[src/rtl/bnfa_pkg.sv]
`timescale 1ns / 1ps
// Shared types and constants for the boid neighbor force accumulator.
// No dependencies; the ctrl, dp, div and top files import this package.
package bnfa_pkg;

	localparam int unsigned MaxNeighborsDef = 256;
	localparam int unsigned CntW  = 9;
	localparam int unsigned RadW  = 12;
	localparam int unsigned SumW  = 24;
	localparam int unsigned SepW  = 40;
	localparam int unsigned DivNW = 40;
	localparam int unsigned DivDW = 32;
	localparam int unsigned AddrW = 4;

	localparam logic [RadW-1:0] AlignRadiusRst = 12'd100;
	localparam logic [RadW-1:0] SepRadiusRst   = 12'd500;
	localparam logic [RadW-1:0] CohRadiusRst   = 12'd100;

	typedef enum logic [1:0] {
		REG_ALIGN_RADIUS = 2'd0,
		REG_SEP_RADIUS   = 2'd1,
		REG_COH_RADIUS   = 2'd2
	} reg_idx_t;

	typedef enum logic [3:0] {
		ST_IDLE,
		ST_MUL,
		ST_CALC,
		ST_APPLY,
		ST_DIV_GO,
		ST_DIV_WAIT,
		ST_SEP_ADD,
		ST_LAST,
		ST_OUT
	} state_t;

	typedef enum logic [2:0] {
		MS_DX = 3'd0,
		MS_DY = 3'd1,
		MS_AR = 3'd2,
		MS_SR = 3'd3,
		MS_CR = 3'd4,
		MS_DD = 3'd5
	} mul_sel_t;

	typedef enum logic [2:0] {
		DS_PX = 3'd0,
		DS_PY = 3'd1,
		DS_AX = 3'd2,
		DS_AY = 3'd3,
		DS_SX = 3'd4,
		DS_SY = 3'd5,
		DS_CX = 3'd6,
		DS_CY = 3'd7
	} div_sel_t;

	typedef struct packed {
		logic     capture;
		logic     mul_en;
		mul_sel_t mul_sel;
		logic     calc;
		logic     apply;
		logic     div_start;
		div_sel_t div_sel;
		logic     div_store;
		logic     sep_add;
		logic     load_out;
		logic     clear;
	} cmd_t;

	typedef struct packed {
		logic            div_done;
		logic            sep_div;
		logic            last;
		logic            out_busy;
		logic [CntW-1:0] align_cnt;
		logic [CntW-1:0] sep_cnt;
		logic [CntW-1:0] coh_cnt;
	} status_t;

endpackage

[src/rtl/bnfa_if.sv]
`timescale 1ns / 1ps
// Valid/ready channels: neighbor items in, averaged force items out.
// Depends on nothing.
interface bnfa_nbr_if;
	logic               valid;
	logic               ready;
	logic signed [15:0] delta_x;
	logic signed [15:0] delta_y;
	logic signed [15:0] neighbor_vel_x;
	logic signed [15:0] neighbor_vel_y;
	logic [11:0]        desired_distance;
	logic               is_self;
	logic               last;

	modport source (output valid, delta_x, delta_y, neighbor_vel_x, neighbor_vel_y,
		desired_distance, is_self, last, input ready);
	modport sink (input valid, delta_x, delta_y, neighbor_vel_x, neighbor_vel_y,
		desired_distance, is_self, last, output ready);
endinterface

interface bnfa_force_if;
	logic               valid;
	logic               ready;
	logic signed [15:0] alignment_x;
	logic signed [15:0] alignment_y;
	logic signed [29:0] separation_x;
	logic signed [29:0] separation_y;
	logic signed [15:0] cohesion_x;
	logic signed [15:0] cohesion_y;
	logic [8:0]         alignment_count;
	logic [8:0]         separation_count;
	logic [8:0]         cohesion_count;

	modport source (output valid, alignment_x, alignment_y, separation_x, separation_y,
		cohesion_x, cohesion_y, alignment_count, separation_count, cohesion_count,
		input ready);
	modport sink (input valid, alignment_x, alignment_y, separation_x, separation_y,
		cohesion_x, cohesion_y, alignment_count, separation_count, cohesion_count,
		output ready);
endinterface

[src/rtl/bnfa_div.sv]
`timescale 1ns / 1ps
// Unsigned restoring divider, one quotient bit per cycle.
// Depends on bnfa_pkg.
module bnfa_div import bnfa_pkg::*; (
	input  logic             clk,
	input  logic             arst_n,
	input  logic             start,
	input  logic [DivNW-1:0] num,
	input  logic [DivDW-1:0] den,
	output logic             done,
	output logic [DivNW-1:0] quo
);
	localparam int unsigned CW = $clog2(DivNW);

	logic [DivNW-1:0] quo_q;
	logic [DivDW-1:0] rem_q;
	logic [DivDW-1:0] den_q;
	logic [CW-1:0]    cnt_q;
	logic             busy_q;
	logic             done_q;
	logic [DivDW:0]   trial;
	logic             ge;

	// numerator shifts out of the top of quo_q while quotient bits shift in
	assign trial = {rem_q, quo_q[DivNW-1]};
	assign ge    = trial >= {1'b0, den_q};

	always_ff @(posedge clk or negedge arst_n) begin
		if (!arst_n) begin
			busy_q <= 1'b0;
			done_q <= 1'b0;
			cnt_q  <= '0;
		end else begin
			done_q <= 1'b0;
			if (start) begin
				busy_q <= 1'b1;
				cnt_q  <= CW'(DivNW - 1);
			end else if (busy_q) begin
				if (cnt_q == '0) begin
					busy_q <= 1'b0;
					done_q <= 1'b1;
				end else begin
					cnt_q <= cnt_q - 1'b1;
				end
			end
		end
	end

	always_ff @(posedge clk) begin
		if (start) begin
			quo_q <= num;
			rem_q <= '0;
			den_q <= den;
		end else if (busy_q) begin
			rem_q <= ge ? DivDW'(trial - {1'b0, den_q}) : trial[DivDW-1:0];
			quo_q <= {quo_q[DivNW-2:0], ge};
		end
	end

	assign done = done_q;
	assign quo  = quo_q;
endmodule

[src/rtl/bnfa_ctrl.sv]
`timescale 1ns / 1ps
// Sequencer: steps the datapath through squares, compares, divisions and averaging.
// Depends on bnfa_pkg.
module bnfa_ctrl import bnfa_pkg::*; (
	input  logic    clk,
	input  logic    arst_n,
	input  logic    in_valid,
	output logic    in_ready,
	input  status_t st,
	output cmd_t    cmd
);
	state_t   state_q, state_d;
	mul_sel_t mul_q;
	div_sel_t dsel_q;

	always_comb begin
		state_d = state_q;
		case (state_q)
			ST_IDLE:     if (in_valid) state_d = ST_MUL;
			ST_MUL:      if (mul_q == MS_DD) state_d = ST_CALC;
			ST_CALC:     state_d = ST_APPLY;
			ST_APPLY:    state_d = st.sep_div ? ST_DIV_GO : ST_LAST;
			ST_DIV_GO:   state_d = ST_DIV_WAIT;
			ST_DIV_WAIT: begin
				if (st.div_done) begin
					if (dsel_q == DS_PY) state_d = ST_SEP_ADD;
					else if (dsel_q == DS_CY) state_d = ST_OUT;
					else state_d = ST_DIV_GO;
				end
			end
			ST_SEP_ADD:  state_d = ST_LAST;
			ST_LAST:     state_d = st.last ? ST_DIV_GO : ST_IDLE;
			ST_OUT:      if (!st.out_busy) state_d = ST_IDLE;
			default:     state_d = ST_IDLE;
		endcase
	end

	always_comb begin
		cmd           = '0;
		cmd.mul_sel   = mul_q;
		cmd.div_sel   = dsel_q;
		in_ready      = 1'b0;
		case (state_q)
			ST_IDLE: begin
				in_ready    = 1'b1;
				cmd.capture = in_valid;
			end
			ST_MUL:      cmd.mul_en    = 1'b1;
			ST_CALC:     cmd.calc      = 1'b1;
			ST_APPLY:    cmd.apply     = 1'b1;
			ST_DIV_GO:   cmd.div_start = 1'b1;
			ST_DIV_WAIT: cmd.div_store = st.div_done;
			ST_SEP_ADD:  cmd.sep_add   = 1'b1;
			ST_OUT: begin
				cmd.load_out = !st.out_busy;
				cmd.clear    = !st.out_busy;
			end
			default: ;
		endcase
	end

	always_ff @(posedge clk or negedge arst_n) begin
		if (!arst_n) begin
			state_q <= ST_IDLE;
			mul_q   <= MS_DX;
			dsel_q  <= DS_PX;
		end else begin
			state_q <= state_d;
			if (state_q == ST_IDLE) mul_q <= MS_DX;
			else if (state_q == ST_MUL && mul_q != MS_DD) mul_q <= mul_sel_t'(mul_q + 3'd1);
			if (state_q == ST_APPLY) dsel_q <= DS_PX;
			else if (state_q == ST_LAST) dsel_q <= DS_AX;
			else if (state_q == ST_DIV_WAIT && st.div_done) dsel_q <= div_sel_t'(dsel_q + 3'd1);
		end
	end
endmodule

[src/rtl/bnfa_dp.sv]
`timescale 1ns / 1ps
// Datapath: config registers, shared multiplier, sums and counts, divider, output register.
// Depends on bnfa_pkg and bnfa_div.
module bnfa_dp import bnfa_pkg::*; #(
	parameter int unsigned MAX_NEIGHBORS = MaxNeighborsDef
) (
	input  logic               clk,
	input  logic               arst_n,
	input  cmd_t               cmd,
	output status_t            st,
	input  logic signed [15:0] delta_x,
	input  logic signed [15:0] delta_y,
	input  logic signed [15:0] neighbor_vel_x,
	input  logic signed [15:0] neighbor_vel_y,
	input  logic [RadW-1:0]    desired_distance,
	input  logic               is_self,
	input  logic               last,
	input  logic               psel,
	input  logic               penable,
	input  logic               pwrite,
	input  logic [AddrW-1:0]   paddr,
	input  logic [31:0]        pwdata,
	output logic [31:0]        prdata,
	output logic               pready,
	output logic               out_valid,
	input  logic               out_ready,
	output logic signed [15:0] alignment_x,
	output logic signed [15:0] alignment_y,
	output logic signed [29:0] separation_x,
	output logic signed [29:0] separation_y,
	output logic signed [15:0] cohesion_x,
	output logic signed [15:0] cohesion_y,
	output logic [CntW-1:0]    alignment_count,
	output logic [CntW-1:0]    separation_count,
	output logic [CntW-1:0]    cohesion_count
);
	localparam int unsigned CapInt = (MAX_NEIGHBORS < 511) ? MAX_NEIGHBORS : 511;
	localparam logic [CntW-1:0] CountCap = CntW'(CapInt);

	function automatic logic [15:0] mag16(input logic signed [15:0] v);
		mag16 = v[15] ? 16'(-v) : 16'(v);
	endfunction

	function automatic logic [39:0] mag40(input logic signed [39:0] v);
		mag40 = v[39] ? 40'(-v) : 40'(v);
	endfunction

	function automatic logic signed [23:0] sat24(input logic signed [24:0] v);
		if (v[24] != v[23]) sat24 = v[24] ? 24'sh800000 : 24'sh7FFFFF;
		else sat24 = v[23:0];
	endfunction

	function automatic logic signed [39:0] sat40(input logic signed [41:0] v);
		if (v > 42'sh007FFFFFFFFF) sat40 = {1'b0, {39{1'b1}}};
		else if (v < -42'sh008000000000) sat40 = {1'b1, 39'd0};
		else sat40 = v[39:0];
	endfunction

	function automatic logic signed [15:0] sat16(input logic signed [40:0] v);
		if (v > 41'sd32767) sat16 = 16'sh7FFF;
		else if (v < -41'sd32768) sat16 = 16'sh8000;
		else sat16 = v[15:0];
	endfunction

	function automatic logic signed [29:0] sat30(input logic signed [40:0] v);
		if (v > 41'sd536870911) sat30 = {1'b0, {29{1'b1}}};
		else if (v < -41'sd536870912) sat30 = {1'b1, 29'd0};
		else sat30 = v[29:0];
	endfunction

	// configuration
	logic [RadW-1:0] ar_q, sr_q, cr_q;
	logic            cfg_wr;
	reg_idx_t        cfg_idx;

	assign cfg_wr  = psel && penable && pwrite;
	assign cfg_idx = reg_idx_t'(paddr[3:2]);
	assign pready  = 1'b1;

	always_ff @(posedge clk or negedge arst_n) begin
		if (!arst_n) begin
			ar_q <= AlignRadiusRst;
			sr_q <= SepRadiusRst;
			cr_q <= CohRadiusRst;
		end else if (cfg_wr) begin
			case (cfg_idx)
				REG_ALIGN_RADIUS: ar_q <= pwdata[RadW-1:0];
				REG_SEP_RADIUS:   sr_q <= pwdata[RadW-1:0];
				REG_COH_RADIUS:   cr_q <= pwdata[RadW-1:0];
				default: ;
			endcase
		end
	end

	always_comb begin
		case (cfg_idx)
			REG_ALIGN_RADIUS: prdata = {20'd0, ar_q};
			REG_SEP_RADIUS:   prdata = {20'd0, sr_q};
			REG_COH_RADIUS:   prdata = {20'd0, cr_q};
			default:          prdata = '0;
		endcase
	end

	// captured item
	logic signed [15:0] dx_q, dy_q, vx_q, vy_q;
	logic [RadW-1:0]    dd_q;
	logic               self_q, last_q;

	always_ff @(posedge clk) begin
		if (cmd.capture) begin
			dx_q   <= delta_x;
			dy_q   <= delta_y;
			vx_q   <= neighbor_vel_x;
			vy_q   <= neighbor_vel_y;
			dd_q   <= desired_distance;
			self_q <= is_self;
			last_q <= last;
		end
	end

	// one shared multiplier, one product per cycle
	logic [15:0] mul_a;
	logic [31:0] prod;
	logic [31:0] sqx_q, sqy_q;
	logic [23:0] ar2_q, sr2_q, cr2_q, dd2_q;

	always_comb begin
		case (cmd.mul_sel)
			MS_DX:   mul_a = mag16(dx_q);
			MS_DY:   mul_a = mag16(dy_q);
			MS_AR:   mul_a = {4'd0, ar_q};
			MS_SR:   mul_a = {4'd0, sr_q};
			MS_CR:   mul_a = {4'd0, cr_q};
			MS_DD:   mul_a = {4'd0, dd_q};
			default: mul_a = '0;
		endcase
	end
	assign prod = mul_a * mul_a;

	always_ff @(posedge clk) begin
		if (cmd.mul_en) begin
			case (cmd.mul_sel)
				MS_DX:   sqx_q <= prod;
				MS_DY:   sqy_q <= prod;
				MS_AR:   ar2_q <= prod[23:0];
				MS_SR:   sr2_q <= prod[23:0];
				MS_CR:   cr2_q <= prod[23:0];
				MS_DD:   dd2_q <= prod[23:0];
				default: ;
			endcase
		end
	end

	// range tests
	logic [32:0]     d2;
	logic [DivDW-1:0] d2_q;
	logic            al_hit_q, sep_hit_q, coh_hit_q, d2z_q;
	logic [CntW-1:0] acnt_q, scnt_q, ccnt_q;

	assign d2 = {1'b0, sqx_q} + {1'b0, sqy_q};

	always_ff @(posedge clk) begin
		if (cmd.calc) begin
			d2_q      <= d2[DivDW-1:0];
			d2z_q     <= (d2 == '0);
			al_hit_q  <= !self_q && (d2 < {1'b0, ar2_q, 8'd0}) && (acnt_q < CountCap);
			coh_hit_q <= !self_q && (d2 < {1'b0, cr2_q, 8'd0}) && (ccnt_q < CountCap);
			sep_hit_q <= !self_q && (d2 < {1'b0, sr2_q, 8'd0}) && (d2 < {1'b0, dd2_q, 8'd0})
				&& (scnt_q < CountCap);
		end
	end

	// divider and its operand select
	logic [DivNW-1:0] div_num, quo;
	logic [DivDW-1:0] div_den;
	logic             div_neg, div_done;
	logic signed [40:0] div_res;
	logic signed [SumW-1:0] ax_q, ay_q, cx_q, cy_q;
	logic signed [SepW-1:0] sx_q, sy_q;
	logic [DivDW-1:0] aden, sden, cden;

	assign aden = (acnt_q == '0) ? DivDW'(1) : DivDW'(acnt_q);
	assign sden = (scnt_q == '0) ? DivDW'(1) : DivDW'(scnt_q);
	assign cden = (ccnt_q == '0) ? DivDW'(1) : DivDW'(ccnt_q);

	always_comb begin
		case (cmd.div_sel)
			DS_PX: begin
				div_num = {4'd0, mag16(dx_q), 20'd0}; div_den = d2_q; div_neg = dx_q[15];
			end
			DS_PY: begin
				div_num = {4'd0, mag16(dy_q), 20'd0}; div_den = d2_q; div_neg = dy_q[15];
			end
			DS_AX: begin
				div_num = mag40(SepW'(ax_q)); div_den = aden; div_neg = ax_q[SumW-1];
			end
			DS_AY: begin
				div_num = mag40(SepW'(ay_q)); div_den = aden; div_neg = ay_q[SumW-1];
			end
			DS_SX: begin
				div_num = mag40(sx_q); div_den = sden; div_neg = sx_q[SepW-1];
			end
			DS_SY: begin
				div_num = mag40(sy_q); div_den = sden; div_neg = sy_q[SepW-1];
			end
			DS_CX: begin
				div_num = mag40(SepW'(cx_q)); div_den = cden; div_neg = cx_q[SumW-1];
			end
			DS_CY: begin
				div_num = mag40(SepW'(cy_q)); div_den = cden; div_neg = cy_q[SumW-1];
			end
			default: begin
				div_num = '0; div_den = DivDW'(1); div_neg = 1'b0;
			end
		endcase
	end

	bnfa_div u_div (
		.clk    (clk),
		.arst_n (arst_n),
		.start  (cmd.div_start),
		.num    (div_num),
		.den    (div_den),
		.done   (div_done),
		.quo    (quo)
	);

	assign div_res = div_neg ? -$signed({1'b0, quo}) : $signed({1'b0, quo});

	logic signed [40:0] px_q, py_q;
	logic signed [15:0] avg_ax_q, avg_ay_q, avg_cx_q, avg_cy_q;
	logic signed [29:0] avg_sx_q, avg_sy_q;

	always_ff @(posedge clk) begin
		if (cmd.div_store) begin
			case (cmd.div_sel)
				DS_PX:   px_q     <= div_res;
				DS_PY:   py_q     <= div_res;
				DS_AX:   avg_ax_q <= sat16(div_res);
				DS_AY:   avg_ay_q <= sat16(div_res);
				DS_SX:   avg_sx_q <= sat30(div_res);
				DS_SY:   avg_sy_q <= sat30(div_res);
				DS_CX:   avg_cx_q <= sat16(div_res);
				DS_CY:   avg_cy_q <= sat16(div_res);
				default: ;
			endcase
		end
	end

	// running sums and counts
	always_ff @(posedge clk or negedge arst_n) begin
		if (!arst_n) begin
			ax_q <= '0; ay_q <= '0; cx_q <= '0; cy_q <= '0;
			sx_q <= '0; sy_q <= '0;
			acnt_q <= '0; scnt_q <= '0; ccnt_q <= '0;
		end else if (cmd.clear) begin
			ax_q <= '0; ay_q <= '0; cx_q <= '0; cy_q <= '0;
			sx_q <= '0; sy_q <= '0;
			acnt_q <= '0; scnt_q <= '0; ccnt_q <= '0;
		end else if (cmd.apply) begin
			if (al_hit_q) begin
				ax_q   <= sat24({ax_q[SumW-1], ax_q} + 25'(vx_q));
				ay_q   <= sat24({ay_q[SumW-1], ay_q} + 25'(vy_q));
				acnt_q <= acnt_q + 1'b1;
			end
			if (coh_hit_q) begin
				cx_q   <= sat24({cx_q[SumW-1], cx_q} + 25'(dx_q));
				cy_q   <= sat24({cy_q[SumW-1], cy_q} + 25'(dy_q));
				ccnt_q <= ccnt_q + 1'b1;
			end
			// coincident neighbor: push along x by the desired distance
			if (sep_hit_q && d2z_q) begin
				sx_q   <= sat40(42'(sx_q) - $signed({14'd0, dd_q, 16'd0}));
				scnt_q <= scnt_q + 1'b1;
			end
		end else if (cmd.sep_add) begin
			sx_q   <= sat40(42'(sx_q) - 42'(px_q));
			sy_q   <= sat40(42'(sy_q) - 42'(py_q));
			scnt_q <= scnt_q + 1'b1;
		end
	end

	// output register
	logic out_valid_q;

	always_ff @(posedge clk or negedge arst_n) begin
		if (!arst_n) out_valid_q <= 1'b0;
		else if (cmd.load_out) out_valid_q <= 1'b1;
		else if (out_ready) out_valid_q <= 1'b0;
	end

	always_ff @(posedge clk) begin
		if (cmd.load_out) begin
			alignment_x      <= avg_ax_q;
			alignment_y      <= avg_ay_q;
			separation_x     <= avg_sx_q;
			separation_y     <= avg_sy_q;
			cohesion_x       <= avg_cx_q;
			cohesion_y       <= avg_cy_q;
			alignment_count  <= acnt_q;
			separation_count <= scnt_q;
			cohesion_count   <= ccnt_q;
		end
	end

	assign out_valid    = out_valid_q;
	assign st.div_done  = div_done;
	assign st.sep_div   = sep_hit_q && !d2z_q;
	assign st.last      = last_q;
	assign st.out_busy  = out_valid_q && !out_ready;
	assign st.align_cnt = acnt_q;
	assign st.sep_cnt   = scnt_q;
	assign st.coh_cnt   = ccnt_q;
endmodule

[src/rtl/boid_neighbor_force_accumulator.sv]
`timescale 1ns / 1ps
// Top level of the boid neighbor force accumulator: sequencer plus datapath.
// Depends on bnfa_pkg, bnfa_if, bnfa_ctrl, bnfa_dp, bnfa_div.
//
//  port     dir   kind        content
//  nbr      in    valid/ready one neighbor item
//  forces   out   valid/ready averaged forces and counts, on last items
//  p*       in    APB         radius registers at 0x0, 0x4, 0x8
//
// An item without a separation push makes six passes through the shared
// 16x16 multiplier. A separation push adds two divisions on the 40-step
// divider, plus the add state. A last item adds six averaging divisions,
// then waits until the output register is free.
// Reset is asynchronous and clears sums, counts and control; radii reload.
// The next item is accepted while a result waits in the output register.
module boid_neighbor_force_accumulator import bnfa_pkg::*; #(
	parameter int unsigned MAX_NEIGHBORS = MaxNeighborsDef
) (
	input  logic             clk,
	input  logic             arst_n,
	bnfa_nbr_if.sink         nbr,
	bnfa_force_if.source     forces,
	input  logic             psel,
	input  logic             penable,
	input  logic             pwrite,
	input  logic [AddrW-1:0] paddr,
	input  logic [31:0]      pwdata,
	output logic [31:0]      prdata,
	output logic             pready
);
	cmd_t    cmd;
	status_t st;
	logic    in_ready;

	assign nbr.ready = in_ready;

	bnfa_ctrl u_ctrl (
		.clk      (clk),
		.arst_n   (arst_n),
		.in_valid (nbr.valid),
		.in_ready (in_ready),
		.st       (st),
		.cmd      (cmd)
	);

	bnfa_dp #(.MAX_NEIGHBORS(MAX_NEIGHBORS)) u_dp (
		.clk              (clk),
		.arst_n           (arst_n),
		.cmd              (cmd),
		.st               (st),
		.delta_x          (nbr.delta_x),
		.delta_y          (nbr.delta_y),
		.neighbor_vel_x   (nbr.neighbor_vel_x),
		.neighbor_vel_y   (nbr.neighbor_vel_y),
		.desired_distance (nbr.desired_distance),
		.is_self          (nbr.is_self),
		.last             (nbr.last),
		.psel             (psel),
		.penable          (penable),
		.pwrite           (pwrite),
		.paddr            (paddr),
		.pwdata           (pwdata),
		.prdata           (prdata),
		.pready           (pready),
		.out_valid        (forces.valid),
		.out_ready        (forces.ready),
		.alignment_x      (forces.alignment_x),
		.alignment_y      (forces.alignment_y),
		.separation_x     (forces.separation_x),
		.separation_y     (forces.separation_y),
		.cohesion_x       (forces.cohesion_x),
		.cohesion_y       (forces.cohesion_y),
		.alignment_count  (forces.alignment_count),
		.separation_count (forces.separation_count),
		.cohesion_count   (forces.cohesion_count)
	);

	localparam logic [CntW-1:0] CapChk = CntW'((MAX_NEIGHBORS < 511) ? MAX_NEIGHBORS : 511);

	// one item in flight: ready drops right after an accept
	a_one_item: assert property (@(posedge clk) disable iff (!arst_n)
		nbr.valid && nbr.ready |=> !nbr.ready)
		else $error("item accepted while another is in flight");

	a_count_cap: assert property (@(posedge clk) disable iff (!arst_n)
		st.align_cnt <= CapChk && st.sep_cnt <= CapChk && st.coh_cnt <= CapChk)
		else $error("neighbor count above cap");

	// a fresh result always comes with cleared sums
	a_clear_on_load: assert property (@(posedge clk) disable iff (!arst_n)
		cmd.load_out |=> st.align_cnt == '0 && st.sep_cnt == '0 && st.coh_cnt == '0)
		else $error("counts not cleared after result load");
endmodule
[src/flat_wrapper.sv]
// flat-port wrapper written by rule: the top's interface ports become plain ports
module boid_neighbor_force_accumulator_flat import bnfa_pkg::*;
#(
	parameter int unsigned MAX_NEIGHBORS = MaxNeighborsDef
)
  (clk, arst_n, psel, penable, pwrite, paddr, pwdata, prdata, pready, nbr_valid, nbr_delta_x, nbr_delta_y, nbr_neighbor_vel_x, nbr_neighbor_vel_y, nbr_desired_distance, nbr_is_self, nbr_last, nbr_ready, forces_valid, forces_alignment_x, forces_alignment_y, forces_separation_x, forces_separation_y, forces_cohesion_x, forces_cohesion_y, forces_alignment_count, forces_separation_count, forces_cohesion_count, forces_ready);
  bnfa_nbr_if nbr_i ();
  bnfa_force_if forces_i ();
  input  logic clk;
  input  logic arst_n;
  input  logic psel;
  input  logic penable;
  input  logic pwrite;
  input  logic [AddrW-1:0] paddr;
  input  logic [31:0] pwdata;
  output logic [31:0] prdata;
  output logic pready;
  input wire logic [$bits(nbr_i.valid)-1:0] nbr_valid;
  input wire logic [$bits(nbr_i.delta_x)-1:0] nbr_delta_x;
  input wire logic [$bits(nbr_i.delta_y)-1:0] nbr_delta_y;
  input wire logic [$bits(nbr_i.neighbor_vel_x)-1:0] nbr_neighbor_vel_x;
  input wire logic [$bits(nbr_i.neighbor_vel_y)-1:0] nbr_neighbor_vel_y;
  input wire logic [$bits(nbr_i.desired_distance)-1:0] nbr_desired_distance;
  input wire logic [$bits(nbr_i.is_self)-1:0] nbr_is_self;
  input wire logic [$bits(nbr_i.last)-1:0] nbr_last;
  output wire logic [$bits(nbr_i.ready)-1:0] nbr_ready;
  output wire logic [$bits(forces_i.valid)-1:0] forces_valid;
  output wire logic [$bits(forces_i.alignment_x)-1:0] forces_alignment_x;
  output wire logic [$bits(forces_i.alignment_y)-1:0] forces_alignment_y;
  output wire logic [$bits(forces_i.separation_x)-1:0] forces_separation_x;
  output wire logic [$bits(forces_i.separation_y)-1:0] forces_separation_y;
  output wire logic [$bits(forces_i.cohesion_x)-1:0] forces_cohesion_x;
  output wire logic [$bits(forces_i.cohesion_y)-1:0] forces_cohesion_y;
  output wire logic [$bits(forces_i.alignment_count)-1:0] forces_alignment_count;
  output wire logic [$bits(forces_i.separation_count)-1:0] forces_separation_count;
  output wire logic [$bits(forces_i.cohesion_count)-1:0] forces_cohesion_count;
  input wire logic [$bits(forces_i.ready)-1:0] forces_ready;
  assign nbr_i.valid = nbr_valid;
  assign nbr_i.delta_x = nbr_delta_x;
  assign nbr_i.delta_y = nbr_delta_y;
  assign nbr_i.neighbor_vel_x = nbr_neighbor_vel_x;
  assign nbr_i.neighbor_vel_y = nbr_neighbor_vel_y;
  assign nbr_i.desired_distance = nbr_desired_distance;
  assign nbr_i.is_self = nbr_is_self;
  assign nbr_i.last = nbr_last;
  assign nbr_ready = nbr_i.ready;
  assign forces_valid = forces_i.valid;
  assign forces_alignment_x = forces_i.alignment_x;
  assign forces_alignment_y = forces_i.alignment_y;
  assign forces_separation_x = forces_i.separation_x;
  assign forces_separation_y = forces_i.separation_y;
  assign forces_cohesion_x = forces_i.cohesion_x;
  assign forces_cohesion_y = forces_i.cohesion_y;
  assign forces_alignment_count = forces_i.alignment_count;
  assign forces_separation_count = forces_i.separation_count;
  assign forces_cohesion_count = forces_i.cohesion_count;
  assign forces_i.ready = forces_ready;
  boid_neighbor_force_accumulator #(.MAX_NEIGHBORS(MAX_NEIGHBORS)) u_core (.clk(clk), .arst_n(arst_n), .nbr(nbr_i), .forces(forces_i), .psel(psel), .penable(penable), .pwrite(pwrite), .paddr(paddr), .pwdata(pwdata), .prdata(prdata), .pready(pready));
endmodule
[config.mk]
export PLATFORM = sky130hd
export DESIGN_NAME = boid_neighbor_force_accumulator_flat
export DESIGN_NICKNAME = d
export VERILOG_FILES = /design/src/rtl/bnfa_pkg.sv /design/src/rtl/bnfa_if.sv /design/src/rtl/bnfa_div.sv /design/src/rtl/bnfa_ctrl.sv /design/src/rtl/bnfa_dp.sv /design/src/rtl/boid_neighbor_force_accumulator.sv /design/src/flat_wrapper.sv
export SDC_FILE = /design/constraint.sdc
export NUM_CORES = 2
export LEC_CHECK = 0
export ABC_AREA = 1
export BUFFER_PORTS_ARGS = -buffer_cell sky130_fd_sc_hd__buf_2
export CORE_MARGIN = 3
export CORE_UTILIZATION = 40
export CTS_CLUSTER_SIZE = 24
export DETAILED_ROUTE_END_ITERATION = 16
export PLACE_DENSITY = 0.59
export SYNTH_ARGS = -nofsm -noshare
export SYNTH_HDL_FRONTEND = slang
export SYNTH_HIERARCHICAL = 1
export SYNTH_SLANG_ARGS = --single-unit
[constraint.sdc]
create_clock -name clk -period 16.65 [get_ports clk]
set_input_delay 3.33 -clock clk [delete_from_list [all_inputs] [get_ports clk]]
set_output_delay 3.33 -clock clk [all_outputs]
set_load 0.05 [all_outputs]
Word-level counts from Yosys, hierarchy flattened:

Index checks and enable logic that the tools add are counted.

* output and inout bits: 186
* logic and storage cells: 298
* register bits after elaboration: 993
* bits of input ports: 121

* multiplexer cells: 101
* eq/ne operators: 34
* reduce and logical (&&, ||, !) cells: 63
* multiply operators: 1
* add/sub/neg operators: 24
* order comparisons: 18

Operator list (number)
* 40-bit 2-to-1 mux: 21
* 24-bit 2-to-1 mux: 20
* 40-bit one-hot mux with 8 select lines: 1
* 24-bit negator with 40-bit output: 4
* 33-bit by 32-bit < comparator with 1-bit output: 4
* 32-bit one-hot mux with 4 select lines: 1
* 9-bit 2-to-1 mux: 13
* 24-bit by 16-bit adder with 25-bit output: 4
* 16-bit one-hot mux with 6 select lines: 1
* 42-bit by 40-bit greater-than comparator with 1-bit output (second input constant): 2
* 42-bit by 40-bit < comparator with 1-bit output (second input constant): 2
* 40-bit by 41-bit subtractor with 42-bit output: 2
* 40-bit negator: 2
* 16-bit 2-to-1 mux: 4
* 30-bit 2-to-1 mux: 2
* 2-bit AND reduction: 22
* 41-bit by 16-bit greater-than comparator with 1-bit output (second input constant): 1
* 41-bit by 30-bit greater-than comparator with 1-bit output (second input constant): 1
* 41-bit by 40-bit greater-than comparator with 1-bit output (second input constant): 1
* 41-bit by 16-bit < comparator with 1-bit output (second input constant): 1
* 41-bit by 30-bit < comparator with 1-bit output (second input constant): 1
* 41-bit by 40-bit < comparator with 1-bit output (second input constant): 1
* 41-bit 2-to-1 mux: 1
* 40-bit negator with 41-bit output: 1
* other kinds (44): 128

Longest topological paths before layout:

* depth after elaboration: 7
* mapped depth: 36
* depth with buffers taken out: 36

Modules after synthesis:

Netlist, hierarchy kept.

By module, submodules not included
* bnfa_dp: cells each 7327, area each 60735.8 sq um, times used 1
* bnfa_div: cells each 995, area each 7185.6 sq um, times used 1
* bnfa_ctrl: cells each 106, area each 709.4 sq um, times used 1

Least setup slack after synthesis:

OpenSTA, ideal clock, no wires.

* kind: input port to output port
* start point: input paddr[3]
* end point: output prdata[5]
* path buffers: 1
* arrival: 4.561 ns
* setup slack: 8.759 ns
* required time: 13.320 ns
* stages: 5
* path through: inv_1 > nor2_1 > inv_1 > clkbuf_1 > o221ai_1

* longest elaborated chain between the ends: 2
* elaborated cells between the ends (all ways): 4

RTL lines
* from (decl): line flat_wrapper.sv:14 `input logic [AddrW-1:0] paddr;`
* 2-bit == test (tied with other cells): line bnfa_dp.sv:96 `case (cfg_idx)`
* 12-bit one-hot mux with 3 select lines *: line bnfa_dp.sv:96
* to (decl): line flat_wrapper.sv:16 `output logic [31:0] prdata;`

Mark *: on every way between the ends. The rest lies on a longest branch, timed or not.

Worst setup path after layout:

* start point: register u_core.u_ctrl.mul_q[2]
* end point: register u_core.u_dp.sqx_q[23], data pin

* longest elaborated chain between the ends: 3
* elaborated cells between the ends (all ways): 8

RTL lines
* from (decl): line bnfa_ctrl.sv:13 `mul_sel_t mul_q;`
* from (signal assigned): line bnfa_ctrl.sv:70 `else if (state_q == ST_MUL && mul_q != MS_DD) mul_q <= mul_sel_t'(mul_q + 3'd1);`
* 3-bit == test (tied with other cells): line bnfa_dp.sv:128 `case (cmd.mul_sel)`
* 16-bit one-hot mux with 6 select lines *: line bnfa_dp.sv:128
* 16-bit by 16-bit multiplier with 32-bit output *: line bnfa_dp.sv:138 `assign prod = mul_a * mul_a;`
* net u_core.u_dp.prod[23]: line bnfa_dp.sv:123 `logic [31:0] prod;`
* to (signal assigned): line bnfa_dp.sv:143 `MS_DX: sqx_q <= prod;`
* to (decl): line bnfa_dp.sv:124 `logic [31:0] sqx_q, sqy_q;`

The timed path passes the listed nets; every way through them passes the cells marked *.
A chain may end at the register's enable or synchronous reset.

==> impl_metrics.ini <==
[global_route]
top_usage_layer = met2
globalRouteMet3Util = 0.0279
grt_pass1_wl_um = 341000
grt-ovfl-total = 0
grt_use_total = 0.254
grt_pass1_vias = 55700
grt_max_degree = 70
use_met1 = 0.337
grt_use_met2 = 0.419
antenna_found_initial = 4

[synthesis]
ys_seq_elements = 987
avgSynthCellArea_sq_um = 8.14
ys_warn_count = 6
post_synth_num_cell_types = 75
netlist_top_cells_area = edfxtp_1 30%, nand2_1 11%, dfrtp_1 9.0%
yosysMostFrequentCell = nand2_1
async_flop_share = 0.261
syn-cell-area_sq_um = 68600
synth_edf_count = 697
ys_seq_area_frac = 0.409
yosys_most_used_dff = edfxtp_1
synth_top_area_share = 0.305
yosysTopAreaCell = edfxtp_1
netlist_instances = 8428
synthTopCellsByCount = 1984 x nand2_1, 1336 x inv_1, 697 x edfxtp_1, 657 x nor2_1, 551 x a21oi_1

[run]
maxCapViolCount = 0

[cells_and_area]
stdcell_count = 11000
fillCellCount = 17000
drive_above_1_share = 0.0729
finalInstanceArea_sq_um = 76400
nNetsFinal = 9446
area_growth_pct = 11.3
fin_util = 0.449

[place]
dpl_cell_area_sq_um = 72500
dp.final_hpwl_um = 181000
dp.cells = 10800
preCtsSetupSlack_ps = 6920
io_buffers = 263
gp_congestion = 0.992

[floorplan]
coreArea_sq_um = 170000
num_rows = 151
die_area_sq_um = 177000
die_x_um = 420
fp.dieH_um = 420
start_util = 0.404
boundaryPins = 307

[routing]
num_vias = 58700
remaining_drc_errors = 0
drtAntennaViolNets = 0
wl_per_cell_um = 20.7
firstDrtPassIters = 8
detail_route.vias_per_cell = 5.32
wirelength_um = 228000
drtIter0Drc = 5328

[clock_network]
insertion_delay_ps = 790
numCtsBuffers = 113
path_clk_slew_ps = 60
cts.path.max_buffers = 3
cts_root_buffer = clkbuf_16
ctsHoldBuffers = 0
clkSinkCount = 987
cts_tree = built
cts_resized = 0
cts_setup_buffers = 0
htree_levels = 3

[worst_setup_path]
crit_path_max_fanout = 10
worstPathArrival_ps = 10220
required_ps = 17080
r2r_setup_slack_ps = 6850
r2r-end = u_core/u_dp/sqx_q[23]
reg2regPathDepth = 25
crit_path_end_kind = register
critical_path_class = reg2reg
r2r-start = u_core/u_ctrl/mul_q[2]
startpoint_type = register

[min_path]
hold_path_class = reg2reg
hp-start = u_core/u_dp/avg_cx_q[2]
hold_end = u_core/u_dp/cohesion_x[2]
hold_path_depth = 0

[sta]
hold-worst-slack_ps = 417
max_slew.worst_pin.slew_ps = 1150
fin_setup_tns_ps = 0
final_hold_viol_count = 0
finalWorstSetupSlack_ps = 6850
rsz0062_at_grt = false
finalSetupViolCount = 0
finalMaxSlewViolations = 0
period_needed_ps = 9800
max_clock_freq_ghz = 0.102
max_slew_margin = 0.227
skew_ps = 67.9
finalCritPeriodShare = 0.588

[run_status]
status = completed

[pwr]
finalPower_mw = 5.54
p_leak_nw = 36.2
power_density_nw_per_um2 = 72.6
vdd_drop_max_mv = 0.0787
sequential cells by signal, summed over array words and instances (netlist names), 23 cells and up:
register and cells:
u_core/u_dp/px_q 41, u_core/u_dp/py_q 41, u_core/u_dp/sx_q 40, u_core/u_dp/sy_q 40, u_core/u_dp/u_div/quo 40, u_core/u_dp/d2_q 32
u_core/u_dp/u_div/den_q 32, u_core/u_dp/u_div/rem_q 32, u_core/u_dp/sqx_q 31, u_core/u_dp/sqy_q 31, u_core/u_dp/avg_sx_q 30, u_core/u_dp/avg_sy_q 30
u_core/u_dp/separation_x 30, u_core/u_dp/separation_y 30, u_core/u_dp/ax_q 24, u_core/u_dp/ay_q 24, u_core/u_dp/cx_q 24, u_core/u_dp/cy_q 24
u_core/u_dp/ar2_q 23, u_core/u_dp/cr2_q 23, u_core/u_dp/dd2_q 23, u_core/u_dp/sr2_q 23
cell usage in the layout, fill, tap and decap left out, types with 66 or more instances in the layout:
master	netlist	layout
o21ai_0	462	462
a21oi_1	551	549
xnor2_1	98	98
inv_1	1336	1336
nor3_1	176	175
clkbuf_16	0	117
edfxtp_1	697	697
dfrtp_1	246	246
o21ai_1	68	66
nand2_1	1984	1984
nand4_1	88	88
ha_1	461	461
nand3_1	466	466
fa_1	171	171
buf_2	31	262
xor2_1	199	199
nor2_1	657	643
area by class of cell:
class	instances	area [sq um]	area share
timing repair buffer	321	1760	0.0231
clock inverter	90	963	0.0126
clock buffer	125	2970	0.0388
multi-input combinational	5902	34700	0.455
tap	2218	2780	0.0363
inverter	1368	5130	0.0672
antenna	4	10.0	0.000131
sequential	987	28000	0.367
where the power goes:
| part | total, mW | switching [mW] | internal (mW) |
|---|---|---|---|
| clock | 2.61 | 1.09 | 1.52 |
| sequential | 2.68 | 0.0234 | 2.65 |
| combinational | 0.261 | 0.186 | 0.0753 |
metal layers:
metal	part of all wire	vias to the layer above	routed length, um
met1	0.43	27900	98400
li1	-	28400	-
met5	0	-	0
met3	0.057	346	13000
met4	0.046	0	10500
met2	0.47	2008	106000
worst max-delay path, cell delays in order (launching register included):
cell and delay, ps:
dfrtp_1 510, inv_1 110, nor3_1 660, clkinv_1 580, o22ai_1 240, a221oi_1 130, nand3_1 390, clkinv_1 560
nor2_1 370, inv_1 100, fa_1 600, inv_1 70, fa_1 480, fa_1 520, fa_1 540, fa_1 560
inv_1 60, fa_1 530, inv_1 40, ha_1 360, nand2_1 140, nor4_1 410, a21oi_1 160, o21ai_0 370
a31oi_1 160, xnor2_1 770
worst max path at each step:
stage / from / end / slack, ps / cells after the start
after detailed placement: u_core/u_ctrl/mul_q[2] / u_core/u_dp/ar2_q[23] / 6920 / 25
after floorplan: paddr[3] / prdata[5] / 8760 / 5
after global routing: u_core/u_ctrl/mul_q[2] / u_core/u_dp/sqx_q[23] / 6410 / 25
final: u_core/u_ctrl/mul_q[2] / u_core/u_dp/sqx_q[23] / 6850 / 25
after CTS: u_core/u_ctrl/mul_q[2] / u_core/u_dp/sqx_q[23] / 6870 / 25
after global placement: u_core/u_ctrl/mul_q[2] / u_core/u_dp/ar2_q[23] / 7060 / 25
logic make-up (layout without fill, tap and decap cells):
| kind of cell | count (synthesis) | count (layout) | synth area share |
|---|---|---|---|
| simple gates | 3535 | 3535 | 0.217 |
| flops | 987 | 987 | 0.409 |
| buf+inv | 1569 | 1904 | 0.0886 |
| other cells | 2 | 36 | 0.000109 |
| compound gates | 1404 | 1404 | 0.114 |
| xor+xnor | 299 | 299 | 0.0384 |
| fa+ha+maj | 632 | 632 | 0.134 |
Note: power is estimated with default switching activity, not from simulation.
